File: config.mk
export PLATFORM = sky130hd
export DESIGN_NAME = quoted_argument_tokenizer
export DESIGN_NICKNAME = d
export VERILOG_FILES = /design/src/hw/rtl/qat_pkg.sv /design/src/hw/rtl/quoted_argument_tokenizer.sv /design/src/hw/rtl/qat_front.sv /design/src/hw/rtl/qat_queue.sv /design/src/hw/rtl/qat_back.sv
export SDC_FILE = /design/constraint.sdc
export NUM_CORES = 1
export LEC_CHECK = 0
export ABC_AREA = 1
export BUFFER_PORTS_ARGS = -buffer_cell sky130_fd_sc_hd__buf_2
export CAP_MARGIN = 20
export CORE_MARGIN = 2
export CORE_UTILIZATION = 35
export DETAILED_ROUTE_END_ITERATION = 16
export GPL_TIMING_DRIVEN = 0
export PLACE_DENSITY = 0.57
export SETUP_SLACK_MARGIN = 0.02
export SYNTH_ARGS = -nofsm -noshare
export SYNTH_HDL_FRONTEND = slang
export SYNTH_SLANG_ARGS = --single-unit
File: constraint.sdc
create_clock -name clk -period 5.7 [get_ports clk]
set_input_delay 0.285 -clock clk [delete_from_list [all_inputs] [get_ports clk]]
set_output_delay 0.285 -clock clk [all_outputs]
set_load 0.005 [all_outputs]
File: src/hw/rtl/qat_pkg.sv
// shared types and constants for the quoted argument tokenizer
package qat_pkg;

  localparam logic [7:0] CH_SPACE   = 8'h20;
  localparam logic [7:0] CH_DQUOTE  = 8'h22;
  localparam logic [7:0] CH_DOLLAR  = 8'h24;
  localparam logic [7:0] CH_SQUOTE  = 8'h27;
  localparam logic [7:0] CH_BSLASH  = 8'h5C;
  localparam logic [7:0] CH_NEWLINE = 8'h0A;

  localparam logic [2:0] KIND_BYTE        = 3'd0;
  localparam logic [2:0] KIND_ARG_END     = 3'd1;
  localparam logic [2:0] KIND_ACCEPT      = 3'd2;
  localparam logic [2:0] KIND_TRAIL_BSL   = 3'd3;
  localparam logic [2:0] KIND_OPEN_SINGLE = 3'd4;
  localparam logic [2:0] KIND_OPEN_DOUBLE = 3'd5;

  localparam logic CMD_BYTE = 1'b0;
  localparam logic CMD_EOL  = 1'b1;

  localparam logic [3:0] ARG_CAP_RESET = 4'd9;
  localparam logic [9:0] MAX_LEN_RESET = 10'd1023;

  localparam logic REG_ARG_CAP = 1'b0;
  localparam logic REG_MAX_LEN = 1'b1;

  typedef struct packed {
    logic [2:0] kind;
    logic [7:0] data;
    logic [3:0] idx;
  } res_t;

  // one classified input item: one or two results
  typedef struct packed {
    logic two;
    res_t r0;
    res_t r1;
  } entry_t;

  typedef struct packed {
    logic full;
    logic empty;
  } q_stat_t;

endpackage

File: src/hw/rtl/quoted_argument_tokenizer.sv
// top level of the quoted argument tokenizer
// Splits a command line, one byte per input transaction and closed by an
// end-of-line transaction (in_tuser high), into argument bytes, argument ends
// and a line status. One input transaction is taken per clock while the
// entry queue has room; the front end classifies it as it is accepted, the
// entry is queued at that clock edge, and the back end loads the queued
// results one at a time into the output register while it is empty or taken.
// Items that give two results (an argument closed at end of line, a kept
// backslash in double quotes) leave the queue more slowly than they enter,
// so a long run of them fills the queue of QUEUE_DEPTH entries and then holds
// input back. Bytes streamed for a line that then ends in error are not
// withdrawn; the error result marks the line to be dropped. Limits are set on
// the APB port at byte addresses 0 (max_arguments) and 4 (max_argument_length).
module quoted_argument_tokenizer #(
  parameter int QUEUE_DEPTH = 4
) (
  input  logic        clk,
  input  logic        rst_n,
  input  logic        in_tvalid,
  output logic        in_tready,
  input  logic [7:0]  in_tdata,   // [7:0] line_byte
  input  logic        in_tuser,   // [0] command
  output logic        out_tvalid,
  input  logic        out_tready,
  output logic [15:0] out_tdata,  // [7:0] out_byte, [11:8] argument_index
  output logic [2:0]  out_tuser,  // [2:0] kind
  output logic        out_tlast,
  input  logic        cfg_psel,
  input  logic        cfg_penable,
  input  logic        cfg_pwrite,
  input  logic [2:0]  cfg_paddr,
  input  logic [31:0] cfg_pwdata,
  output logic [31:0] cfg_prdata,
  output logic        cfg_pready
);

  logic [3:0]       arg_cap_r;
  logic [9:0]       max_len_r;
  logic             cfg_wr;
  logic             q_push;
  logic             q_pop;
  qat_pkg::entry_t  q_in;
  qat_pkg::entry_t  q_head;
  qat_pkg::q_stat_t q_stat;
  qat_pkg::res_t    res;

  assign cfg_pready = 1'b1;
  assign cfg_wr     = cfg_psel && cfg_penable && cfg_pwrite && cfg_pready;
  assign cfg_prdata = (cfg_paddr[2] == qat_pkg::REG_MAX_LEN) ? {22'd0, max_len_r}
                                                             : {28'd0, arg_cap_r};

  always_ff @(posedge clk) begin
    if (!rst_n) begin
      arg_cap_r <= qat_pkg::ARG_CAP_RESET;
      max_len_r <= qat_pkg::MAX_LEN_RESET;
    end else if (cfg_wr) begin
      if (cfg_paddr[2] == qat_pkg::REG_ARG_CAP) begin
        arg_cap_r <= cfg_pwdata[3:0];
      end else begin
        max_len_r <= cfg_pwdata[9:0];
      end
    end
  end

  assign in_tready = !q_stat.full;

  qat_front u_front (
    .clk        (clk),
    .rst_n      (rst_n),
    .item_valid (in_tvalid && in_tready),
    .item_cmd   (in_tuser),
    .item_byte  (in_tdata),
    .arg_cap    (arg_cap_r),
    .max_len    (max_len_r),
    .push       (q_push),
    .entry      (q_in)
  );

  qat_queue #(
    .DEPTH (QUEUE_DEPTH)
  ) u_queue (
    .clk       (clk),
    .rst_n     (rst_n),
    .push      (q_push),
    .push_data (q_in),
    .pop       (q_pop),
    .head      (q_head),
    .stat      (q_stat)
  );

  qat_back u_back (
    .clk       (clk),
    .rst_n     (rst_n),
    .head      (q_head),
    .stat      (q_stat),
    .pop       (q_pop),
    .res_valid (out_tvalid),
    .res_ready (out_tready),
    .res       (res),
    .res_last  (out_tlast)
  );

  assign out_tdata = {4'd0, res.idx, res.data};
  assign out_tuser = res.kind;

  a_no_overflow: assert property (@(posedge clk) disable iff (!rst_n)
    q_push |-> !q_stat.full)
    else $error("entry pushed into a full queue");

  a_reset_quiet: assert property (@(posedge clk)
    !rst_n |=> !out_tvalid)
    else $error("result shown right after reset");

  a_byte_zero: assert property (@(posedge clk) disable iff (!rst_n)
    (out_tvalid && out_tuser != qat_pkg::KIND_BYTE) |-> out_tdata[7:0] == 8'd0)
    else $error("non-byte result carries a byte");

  a_status_last: assert property (@(posedge clk) disable iff (!rst_n)
    (out_tvalid && out_tuser != qat_pkg::KIND_BYTE && out_tuser != qat_pkg::KIND_ARG_END)
      |-> out_tlast)
    else $error("line status is not the final result of its transaction");

endmodule

File: src/hw/rtl/qat_front.sv
// front end: accepts line items, tracks quoting state and builds result entries
module qat_front (
  input  logic             clk,
  input  logic             rst_n,
  input  logic             item_valid,
  input  logic             item_cmd,
  input  logic [7:0]       item_byte,
  input  logic [3:0]       arg_cap,
  input  logic [9:0]       max_len,
  output logic             push,
  output qat_pkg::entry_t  entry
);

  typedef enum logic [1:0] {
    MODE_IDLE   = 2'd0,
    MODE_PLAIN  = 2'd1,
    MODE_SINGLE = 2'd2,
    MODE_DOUBLE = 2'd3
  } mode_t;

  mode_t       mode_r, mode_nxt;
  logic        esc_r, esc_nxt;
  logic [3:0]  cnt_r, cnt_nxt;
  logic [9:0]  len_r, len_nxt;

  always_comb begin
    mode_t         m;
    logic          e;
    logic [9:0]    l;
    logic          skip;
    logic          ok1;
    logic          ok2;
    qat_pkg::res_t rb;
    qat_pkg::res_t rs;
    qat_pkg::res_t re;
    m        = mode_r;
    e        = esc_r;
    l        = len_r;
    skip     = 1'b0;
    mode_nxt = mode_r;
    esc_nxt  = esc_r;
    cnt_nxt  = cnt_r;
    len_nxt  = len_r;
    push     = 1'b0;
    entry    = '0;
    rb       = '{kind: qat_pkg::KIND_BYTE, data: item_byte, idx: cnt_r};
    rs       = '{kind: qat_pkg::KIND_BYTE, data: qat_pkg::CH_BSLASH, idx: cnt_r};
    re       = '{kind: qat_pkg::KIND_ARG_END, data: 8'd0, idx: cnt_r};
    if (mode_r == MODE_IDLE) begin
      e = 1'b0;
      l = '0;
    end
    ok1 = l < max_len;
    ok2 = ok1 && (({1'b0, l} + 11'd1) < {1'b0, max_len});
    if (item_valid) begin
      if (item_cmd == qat_pkg::CMD_EOL) begin
        push     = 1'b1;
        entry.r0 = '{kind: qat_pkg::KIND_ACCEPT, data: 8'd0, idx: cnt_r};
        if (cnt_r < arg_cap) begin
          case (mode_r)
            MODE_PLAIN: begin
              if (esc_r) begin
                entry.r0.kind = qat_pkg::KIND_TRAIL_BSL;
              end else begin
                entry.two = 1'b1;
                entry.r0  = re;
                entry.r1  = '{kind: qat_pkg::KIND_ACCEPT, data: 8'd0, idx: cnt_r + 4'd1};
              end
            end
            MODE_SINGLE: entry.r0.kind = qat_pkg::KIND_OPEN_SINGLE;
            MODE_DOUBLE: entry.r0.kind = qat_pkg::KIND_OPEN_DOUBLE;
            default: ;
          endcase
        end
        mode_nxt = MODE_IDLE;
        esc_nxt  = 1'b0;
        cnt_nxt  = '0;
        len_nxt  = '0;
      end else if (cnt_r < arg_cap) begin
        if (mode_r == MODE_IDLE) begin
          if (item_byte == qat_pkg::CH_SPACE) begin
            skip = 1'b1;
          end else begin
            m = MODE_PLAIN;
          end
        end
        if (!skip) begin
          mode_nxt = m;
          esc_nxt  = e;
          len_nxt  = l;
          case (m)
            MODE_PLAIN: begin
              if (e) begin
                esc_nxt = 1'b0;
                if (ok1) begin
                  push     = 1'b1;
                  entry.r0 = rb;
                  len_nxt  = l + 10'd1;
                end
              end else if (item_byte == qat_pkg::CH_SQUOTE) begin
                mode_nxt = MODE_SINGLE;
              end else if (item_byte == qat_pkg::CH_DQUOTE) begin
                mode_nxt = MODE_DOUBLE;
              end else if (item_byte == qat_pkg::CH_BSLASH) begin
                esc_nxt = 1'b1;
              end else if (item_byte == qat_pkg::CH_SPACE) begin
                push     = 1'b1;
                entry.r0 = re;
                cnt_nxt  = cnt_r + 4'd1;
                mode_nxt = MODE_IDLE;
                esc_nxt  = 1'b0;
                len_nxt  = '0;
              end else if (ok1) begin
                push     = 1'b1;
                entry.r0 = rb;
                len_nxt  = l + 10'd1;
              end
            end
            MODE_SINGLE: begin
              if (item_byte == qat_pkg::CH_SQUOTE) begin
                push     = 1'b1;
                entry.r0 = re;
                cnt_nxt  = cnt_r + 4'd1;
                mode_nxt = MODE_IDLE;
                esc_nxt  = 1'b0;
                len_nxt  = '0;
              end else if (ok1) begin
                push     = 1'b1;
                entry.r0 = rb;
                len_nxt  = l + 10'd1;
              end
            end
            MODE_DOUBLE: begin
              if (e) begin
                esc_nxt = 1'b0;
                if (item_byte == qat_pkg::CH_DQUOTE || item_byte == qat_pkg::CH_BSLASH ||
                    item_byte == qat_pkg::CH_DOLLAR || item_byte == qat_pkg::CH_NEWLINE) begin
                  if (ok1) begin
                    push     = 1'b1;
                    entry.r0 = rb;
                    len_nxt  = l + 10'd1;
                  end
                end else if (ok1) begin
                  // kept backslash, then the byte itself if room remains
                  push     = 1'b1;
                  entry.r0 = rs;
                  len_nxt  = l + 10'd1;
                  if (ok2) begin
                    entry.two = 1'b1;
                    entry.r1  = rb;
                    len_nxt   = l + 10'd2;
                  end
                end
              end else if (item_byte == qat_pkg::CH_DQUOTE) begin
                push     = 1'b1;
                entry.r0 = re;
                cnt_nxt  = cnt_r + 4'd1;
                mode_nxt = MODE_IDLE;
                esc_nxt  = 1'b0;
                len_nxt  = '0;
              end else if (item_byte == qat_pkg::CH_BSLASH) begin
                esc_nxt = 1'b1;
              end else if (ok1) begin
                push     = 1'b1;
                entry.r0 = rb;
                len_nxt  = l + 10'd1;
              end
            end
            default: ;
          endcase
        end
      end
    end
  end

  always_ff @(posedge clk) begin
    if (!rst_n) begin
      mode_r <= MODE_IDLE;
      esc_r  <= 1'b0;
      cnt_r  <= '0;
      len_r  <= '0;
    end else begin
      mode_r <= mode_nxt;
      esc_r  <= esc_nxt;
      cnt_r  <= cnt_nxt;
      len_r  <= len_nxt;
    end
  end

endmodule

File: src/hw/rtl/qat_queue.sv
// small entry queue between the front end and the back end
module qat_queue #(
  parameter int DEPTH = 4
) (
  input  logic             clk,
  input  logic             rst_n,
  input  logic             push,
  input  qat_pkg::entry_t  push_data,
  input  logic             pop,
  output qat_pkg::entry_t  head,
  output qat_pkg::q_stat_t stat
);

  localparam int PTR_W = $clog2(DEPTH);
  localparam int CNT_W = $clog2(DEPTH + 1);

  qat_pkg::entry_t   mem_r [DEPTH];
  logic [PTR_W-1:0]  wr_ptr_r, wr_ptr_nxt;
  logic [PTR_W-1:0]  rd_ptr_r, rd_ptr_nxt;
  logic [CNT_W-1:0]  cnt_r, cnt_nxt;
  logic              do_push, do_pop;

  assign stat.full  = cnt_r == CNT_W'(DEPTH);
  assign stat.empty = cnt_r == '0;
  assign do_push    = push && !stat.full;
  assign do_pop     = pop && !stat.empty;
  assign head       = mem_r[rd_ptr_r];

  always_comb begin
    wr_ptr_nxt = wr_ptr_r;
    rd_ptr_nxt = rd_ptr_r;
    cnt_nxt    = cnt_r;
    if (do_push) begin
      wr_ptr_nxt = (wr_ptr_r == PTR_W'(DEPTH - 1)) ? '0 : wr_ptr_r + PTR_W'(1);
    end
    if (do_pop) begin
      rd_ptr_nxt = (rd_ptr_r == PTR_W'(DEPTH - 1)) ? '0 : rd_ptr_r + PTR_W'(1);
    end
    if (do_push && !do_pop) begin
      cnt_nxt = cnt_r + CNT_W'(1);
    end else if (do_pop && !do_push) begin
      cnt_nxt = cnt_r - CNT_W'(1);
    end
  end

  always_ff @(posedge clk) begin
    if (do_push) begin
      mem_r[wr_ptr_r] <= push_data;
    end
  end

  always_ff @(posedge clk) begin
    if (!rst_n) begin
      wr_ptr_r <= '0;
      rd_ptr_r <= '0;
      cnt_r    <= '0;
    end else begin
      wr_ptr_r <= wr_ptr_nxt;
      rd_ptr_r <= rd_ptr_nxt;
      cnt_r    <= cnt_nxt;
    end
  end

endmodule

File: src/hw/rtl/qat_back.sv
// back end: unpacks queued entries into single results on an output register
module qat_back (
  input  logic             clk,
  input  logic             rst_n,
  input  qat_pkg::entry_t  head,
  input  qat_pkg::q_stat_t stat,
  output logic             pop,
  output logic             res_valid,
  input  logic             res_ready,
  output qat_pkg::res_t    res,
  output logic             res_last
);

  logic          valid_r, valid_nxt;
  logic          phase_r, phase_nxt;
  qat_pkg::res_t res_r, res_nxt;
  logic          last_r, last_nxt;
  logic          load;
  logic          final_slot;

  assign load       = (!valid_r || res_ready) && !stat.empty;
  assign final_slot = !head.two || phase_r;
  assign pop        = load && final_slot;

  always_comb begin
    valid_nxt = valid_r;
    phase_nxt = phase_r;
    res_nxt   = res_r;
    last_nxt  = last_r;
    if (res_ready) begin
      valid_nxt = 1'b0;
    end
    if (load) begin
      valid_nxt = 1'b1;
      res_nxt   = phase_r ? head.r1 : head.r0;
      last_nxt  = final_slot;
      phase_nxt = !final_slot;
    end
  end

  always_ff @(posedge clk) begin
    if (!rst_n) begin
      valid_r <= 1'b0;
      phase_r <= 1'b0;
    end else begin
      valid_r <= valid_nxt;
      phase_r <= phase_nxt;
    end
    res_r  <= res_nxt;
    last_r <= last_nxt;
  end

  assign res_valid = valid_r;
  assign res       = res_r;
  assign res_last  = last_r;

endmodule
# Yosys cells after proc, flatten, opt, wreduce, memory -nomap -nowiden
# Memories as Yosys holds them, arrays and structs flattened. A register that Yosys moved wholly into a read port is not among the register bits.
# Cells that the tools add are included.
# Widths: inputs -> output; s select.
[word_totals]
reg_bits = 56
ram_bits = 124
inputBits = 51
output_inout_bits = 55
wordCells = 206
mem_count = 1
[mem_list]
columns = ["name", "words", "width", "read_ports", "rd_clocked_by_memory_dff", "wr", "line", "rtl"]
rows = [
  ["u_queue.mem_r", 4, 31, 1, 1, 1, "qat_queue.sv:17", "qat_pkg::entry_t mem_r [DEPTH];"],
]
[classes]
addsub = 8
order_cmp = 3
n_eq_ne = 24
mux = 122
n_bitwise = 1
reduce_logical = 32
[op_table]
columns = ["cell", "count"]
rows = [
  ["$mux 31", 6],
  ["$mux 10", 18],
  ["$mux 15", 10],
  ["$pmux 15 s3", 1],
  ["$mux 4", 11],
  ["$mux 2", 21],
  ["$mux 1", 39],
  ["$mux 13", 3],
  ["$mux 12", 3],
  ["$eq 8x6->1 const B", 4],
  ["$pmux 10 s3", 1],
  ["$mux 14", 2],
  ["$ne 3x3->1 const B", 5],
  ["$eq 2x2->1 const B", 6],
  ["$pmux 4 s3", 1],
  ["$reduce_and 12->1", 1],
  ["$add 10x1->11 const B", 1],
  ["$lt 11x10->1", 1],
  ["$add 10x1->10 const B", 1],
  ["$add 10x2->10 const B", 1],
  ["$logic_and 1x1->1", 10],
  ["$lt 10x10->1", 1],
  ["$ne 3x2->1 const B", 3],
  ["$pmux 3 s3", 1],
  ["22 further kinds", 39],
]

# Logic depth before layout (Yosys ltp)
[depth]
depth_word = 19
ltp_mapped = 26
mapped_depth_nobuf = 24

# Hierarchy
# From an unflattened synthesis, not the netlist that was laid out.
[unflattened]
cells_unflattened = 1183
hier_area_um2 = 10013.4
[modules_own_cells]
columns = ["module", "instances", "cells_each", "area_per_inst_um2", "seq_area_each_um2"]
rows = [
  ["qat_queue", 1, 372, 5141.2, 3903.7],
  ["qat_front", 1, 605, 3208.1, 340.3],
  ["quoted_argument_tokenizer", 1, 127, 864.6, 280.3],
  ["qat_back", 1, 79, 799.5, 520.5],
]

# Worst setup path after synthesis
# OpenSTA, ideal clock, no wires.
[synth_timing]
kind = "register -> register"
startpoint = "reg u_front.mode_r[1]"
endpoint = "mem u_queue.mem_r[0][0] in the netlist's numbering, enable pin"
setup_ps = 415
arrival_ps = 3414
t_required_ps = 5285
setup_slack_ps = 1871
path_stages_with_launch = 19
path_buffers = 2
synth_period_minus_slack_ps = 3829
cell_sequence = "dfxtp_1 nor2_2 buf_6 nor2_2 ha_1 nand2_1 inv_1 nand2_1 nand2_1 nand2_1 nand2_1 inv_1 nand2_2 buf_4 a21oi_1 o21ai_0 nand4_2 nand2_2 nor2_1"
[synth_via]
elab_chain_cells = 17
elab_cells_between_ends = 34
cone_classes = "order compare: 1; eq/ne: 3; mux: 28; reduce/logical: 2"
[synth_rtl]
columns = ["element", "line", "rtl"]
rows = [
  ["start: declaration", "qat_front.sv:21", "mode_t mode_r, mode_nxt;"],
  ["start signal: assignment", "qat_front.sv:183", "mode_r <= mode_nxt;"],
  ["$logic_not 2->1", "qat_front.sv:49, qat_front.sv:80", ""],
  ["$mux 10", "qat_front.sv:49", "if (mode_r == MODE_IDLE) begin"],
  ["$lt 10x10->1", "qat_front.sv:53", "ok1 = l < max_len;"],
  ["$mux 1", "--", ""],
  ["$mux 1", "qat_front.sv:106", "end else if (item_byte == qat_pkg::CH_SPACE) begin"],
  ["$mux 1", "qat_front.sv:104", "end else if (item_byte == qat_pkg::CH_BSLASH) begin"],
  ["$mux 1", "qat_front.sv:102", "end else if (item_byte == qat_pkg::CH_DQUOTE) begin"],
  ["$mux 1", "qat_front.sv:100", "end else if (item_byte == qat_pkg::CH_SQUOTE) begin"],
  ["$mux 1", "qat_front.sv:93", "if (e) begin"],
  ["$pmux 1 s3", "qat_front.sv:91", "case (m)"],
  ["$mux 1 (*)", "qat_front.sv:87", "if (!skip) begin"],
  ["$mux 1 (*)", "qat_front.sv:79", "end else if (cnt_r < arg_cap) begin"],
  ["$mux 1 (*)", "qat_front.sv:56", "if (item_cmd == qat_pkg::CMD_EOL) begin"],
  ["$mux 1 (*)", "qat_front.sv:55", "if (item_valid) begin"],
  ["$logic_and 1x1->1 (*)", "qat_queue.sv:25", "assign do_push = push && !stat.full;"],
  ["$mux 1 (*)", "qat_queue.sv:47", "if (do_push) begin"],
  ["$mux 1 (implied by the code) (*)", "qat_queue.sv:48", "mem_r[wr_ptr_r] <= push_data;"],
  ["end: declaration", "qat_queue.sv:17", ""],
]
# Every way passes the cells marked *; elsewhere a longest branch is shown, timed or not. The select of a mux whose other input is x is not followed.

# Final worst setup path
[layout_timing]
startpoint = "reg u_front.mode_r[0]"
endpoint = "reg u_queue.cnt_r[2]"
[layout_via]
elab_chain_cells = 18
elab_cells_between_ends = 37
cone_classes = "order compare: 1; eq/ne: 3; mux: 27; reduce/logical: 6"
[layout_rtl]
columns = ["element", "line", "rtl"]
rows = [
  ["$logic_not 2->1", "qat_front.sv:49, qat_front.sv:80", ""],
  ["$mux 10", "qat_front.sv:49", ""],
  ["$lt 10x10->1", "qat_front.sv:53", ""],
  ["$mux 1", "--", ""],
  ["$mux 1", "qat_front.sv:106", ""],
  ["$mux 1", "qat_front.sv:104", ""],
  ["$mux 1", "qat_front.sv:102", ""],
  ["$mux 1", "qat_front.sv:100", ""],
  ["[3 not listed]", "--", ""],
  ["$mux 1 (*)", "qat_front.sv:79", ""],
  ["$mux 1 (*)", "qat_front.sv:56", ""],
  ["$mux 1 (*)", "qat_front.sv:55", ""],
  ["$logic_and 1x1->1 (*)", "qat_queue.sv:25", ""],
  ["named net u_queue.do_push", "qat_queue.sv:21", "logic do_push, do_pop;"],
  ["$logic_not 1->1", "qat_queue.sv:41", "end else if (do_pop && !do_push) begin"],
  ["$logic_and 1x1->1", "qat_queue.sv:41", ""],
  ["$reduce_bool 2->1 (no source line)", "--", ""],
  ["end signal: assignment", "qat_queue.sv:60", "cnt_r <= cnt_nxt;"],
  ["end: declaration", "qat_queue.sv:20", "logic [CNT_W-1:0] cnt_r, cnt_nxt;"],
]
# The timed path passes the listed nets; every way through them passes the cells marked *. The select of a mux whose other input is x is not followed.
# A chain may end at the register's enable or synchronous reset.

==> key figures <==
Run status
  – Status: completed

Synthesis
  – Number of synthesized flops with an enable pin: 132
  – Synth Register Bits: 174
  – Synthesized instance count: 1,110
  – Synth Warn #: 0
  – Avg Cell Area, Syn: 8.453 um2
  – Netlist cell types: 46
  – Mapped Area: 0.009383 mm2
  – Synth Flop Type: edfxtp_1
  – Asr flop ratio synth: 0%
  – Sequential element share of the synthesized area: 51.21%

Detailed routing
  – DR DRC count: 0
  – Initial DRT Pass Iterations: 5
  – Via/cell ratio: 4.929
  – WL per Instance: 16.32 um
  – Detail Route Antenna Nets: 0
  – Vias post-DR: 7,694
  – WL final: 25.47 mm
  – Number of DRC markers in iteration 0: 609

STA
  – Slew Limit Headroom: 49.15%
  – Setup Skew: 0.01604 ns
  – Fin Hold WS: 0.06009 ns
  – Final worst slack: 1.557 ns
  – Final Max Slew Viols: 0
  – Final worst path period need: 4.143 ns
  – Final setup vio count: 0
  – Fin crit share: 72.68%
  – Final Hold Viols: 0
  – RSZ-0062 raised after global routing: no
  – Fin Setup TNS: 0 ns
  – Fmax: 241.4 MHz
  – Slew at the pin with the worst max-slew slack: 0.7558 ns

Clock network
  – Clock latency at the later pin of the worst-skew pair: 0.44 ns
  – Post-CTS Setup Bufs: 0
  – # hold bufs at CTS: 0
  – Number of buffers created by CTS: 17
  – CTS resizes: 0
  – Worst-path clk slew: 0.08 ns
  – CTS tree: built
  – Root buffer cell: clkbuf_16
  – Clock sinks: 174
  – Max clock buf depth: 2
  – Htree depth: 4

Critical path
  – Worst Path Max Fanout: 10
  – Crit path DAT: 4.51 ns
  – CP Class: reg2reg
  – Startpoint types: flip-flop
  – Worst setup EP type: flip-flop
  – Critical Path RT: 6.06 ns
  – Reg2Reg Setup Slack: 1.56 ns

Layout
  – Commonest non-fill, non-tap cells in the layout: nand2_1, nor2_1, edfxtp_1, inv_1, o21ai_0
  – Ant diodes: 0
  – Register Area: 0.004805 mm2
  – Area of the multi-input gates: 0.003875 mm2
  – Fill count: 2,590
  – Area Overhead vs Synth: 16.18%
  – Commonest non-fill, non-tap cell in the layout: nand2_1
  – Final nets: 1,295
  – Share of cells above drive strength 1: 13.05%

GRT
  – Total congestion overflow: 0
  – GR Layer Usage met3: 2.742%
  – Tot GR Track Use: 18.33%
  – Antenna violations before repair: 0
  – Vias in the first global route: 7,306
  – First-pass GRT wire length: 39.68 mm
  – Met1 Use GR: 23.38%
  – Met2 Use GR: 31.72%
  – Largest net degree at the start of global routing: 29
  – GR peak layer: met2

Power
  – Peak VDD IR: 0.1807 mV
  – PD cells: 382.3 mW/mm2
  – Static Leak: 4.786 nW

Floorplanning
  – Vert. Die Dim: 167.7 um
  – Initial Util: 35.80%
  – Core Box Area: 0.02621 mm2
  – Die area: 0.02813 mm2
  – Std-Cell Rows: 59
  – Die Span X: 167.7 um
  – I/O pins: 106

Place
  – Post-place setup slack: 1.562 ns
  – PortBufs: 54
  – Detailed-placement wirelength estimate: 18.40 mm
  – GPL Wtd Cong: 0.9064

Min path
  – Hold WC Path Type: in2reg

Job
  – Max_cap viols: 0
## cells by family (layout without fill, tap and decap cells)
family | Yosys count | in the layout | synth area share, %
buffers and inverters | 187 | 278 | 8.881
flip-flops | 174 | 174 | 51.21
AO/OA/AOI/OAI | 219 | 219 | 12.72
adder cells (fa/ha/maj) | 31 | 31 | 4.214
XOR/XNOR | 12 | 12 | 1.200
AND/OR/NAND/NOR | 485 | 485 | 21.70
other | 2 | 27 | 0.08004
## power by group
part | leakage [nW] | internal [W] | total, W | switching (W)
sequential | 1.64 | 0.00164 | 0.00171 | 0.0000709
clock | 0.291 | 0.000628 | 0.00118 | 0.000550
combinational | 2.86 | 0.000405 | 0.00128 | 0.000870
total | 4.79 | 0.00268 | 0.00417 | 0.00149
## final timing paths
path | cells after the start | to | from
max | 22 | u_queue.cnt_r[2]$_SDFFE_PN0P_ | u_front.mode_r[0]$_SDFFE_PN0P_
min | 3 | max_len_r[4]$_SDFFE_PN1P_ | cfg_pwdata[4]
max reg2reg | 22 | u_queue.cnt_r[2]$_SDFFE_PN0P_ | u_front.mode_r[0]$_SDFFE_PN0P_
min reg2reg | 2 | u_front.len_r[6]$_SDFFE_PN0P_ | u_front.len_r[6]$_SDFFE_PN0P_
## Yosys cell counts (11+ instances only)
cell type  count  area, um2
o22ai_1       15      93.84
buf_4         29      217.7
clkbuf_1      27      101.4
nand2_1      215      807.0
a21oi_1       65      325.3
o211ai_1      11      82.58
inv_1        116      435.4
o21ai_0      101      505.5
dfxtp_1       42      840.8
ha_1          30      375.4
nand3_1       48      240.2
a31oi_1       16      100.1
nor2_1       183      686.9
edfxtp_1     132       3964
## layout make-up
class / count / share of cell area, %
plain buffers: 64 / 3.409
flip-flops and latches: 174 / 44.08
clock inverters: 15 / 1.595
multi-input cells: 774 / 35.55
clock buffers: 17 / 3.903
repair buffers: 59 / 3.386
inverters: 123 / 4.236
well taps: 335 / 3.845
## registers in the layout, summed over array words and instances (netlist names), named ones only
register and flops:
u_back.res_valid 1, u_front.len_r 10, u_back.phase_r 1, max_len_r 10
u_back.res 15, u_queue.cnt_r 3, u_back.res_last 1, u_front.mode_r 2
u_queue.wr_ptr_r 2, u_front.cnt_r 4, u_queue.rd_ptr_r 2, u_queue.mem_r 116
arg_cap_r 4, u_front.esc_r 1
## critical path, stage by stage (launching register included)
cell	delay, ns
dfxtp_1	0.46
nor2_2	0.13
buf_6	0.20
nor2_1	0.32
ha_1	0.32
nand2_1	0.09
a21oi_1	0.05
nor2_1	0.08
nand2_1	0.08
a21oi_2	0.13
clkbuf_1	0.44
o21ai_0	0.18
nand4_2	0.20
nand2_2	0.22
inv_1	0.11
ha_1	0.14
inv_1	0.07
fa_1	0.44
nor2_1	0.11
nor2_1	0.04
nand2_1	0.07
o21ai_0	0.07
a21oi_1	0.11
## layer usage
layer,part of all wire [%],wire length [um]
met1,45,11450
met2,48,12330
met3,4.2,1067
met4,2.5,626
met5,0,0
## per-stage QoR
stage | instance area, um2 | std cells | power [W] | util, %
global placement | 10170 | 1524 | 0.002967 | 38.79
global route | 10900 | 1561 | 0.004416 | 41.59
CTS | 10900 | 1561 | 0.004208 | 41.59
detailed placement | 10300 | 1529 | 0.003033 | 39.31
floorplan | 9477 | 1135 | 0.002521 | -
finish | 10900 | 1561 | 0.004167 | 41.59
Power figures use the tool's default switching activity.
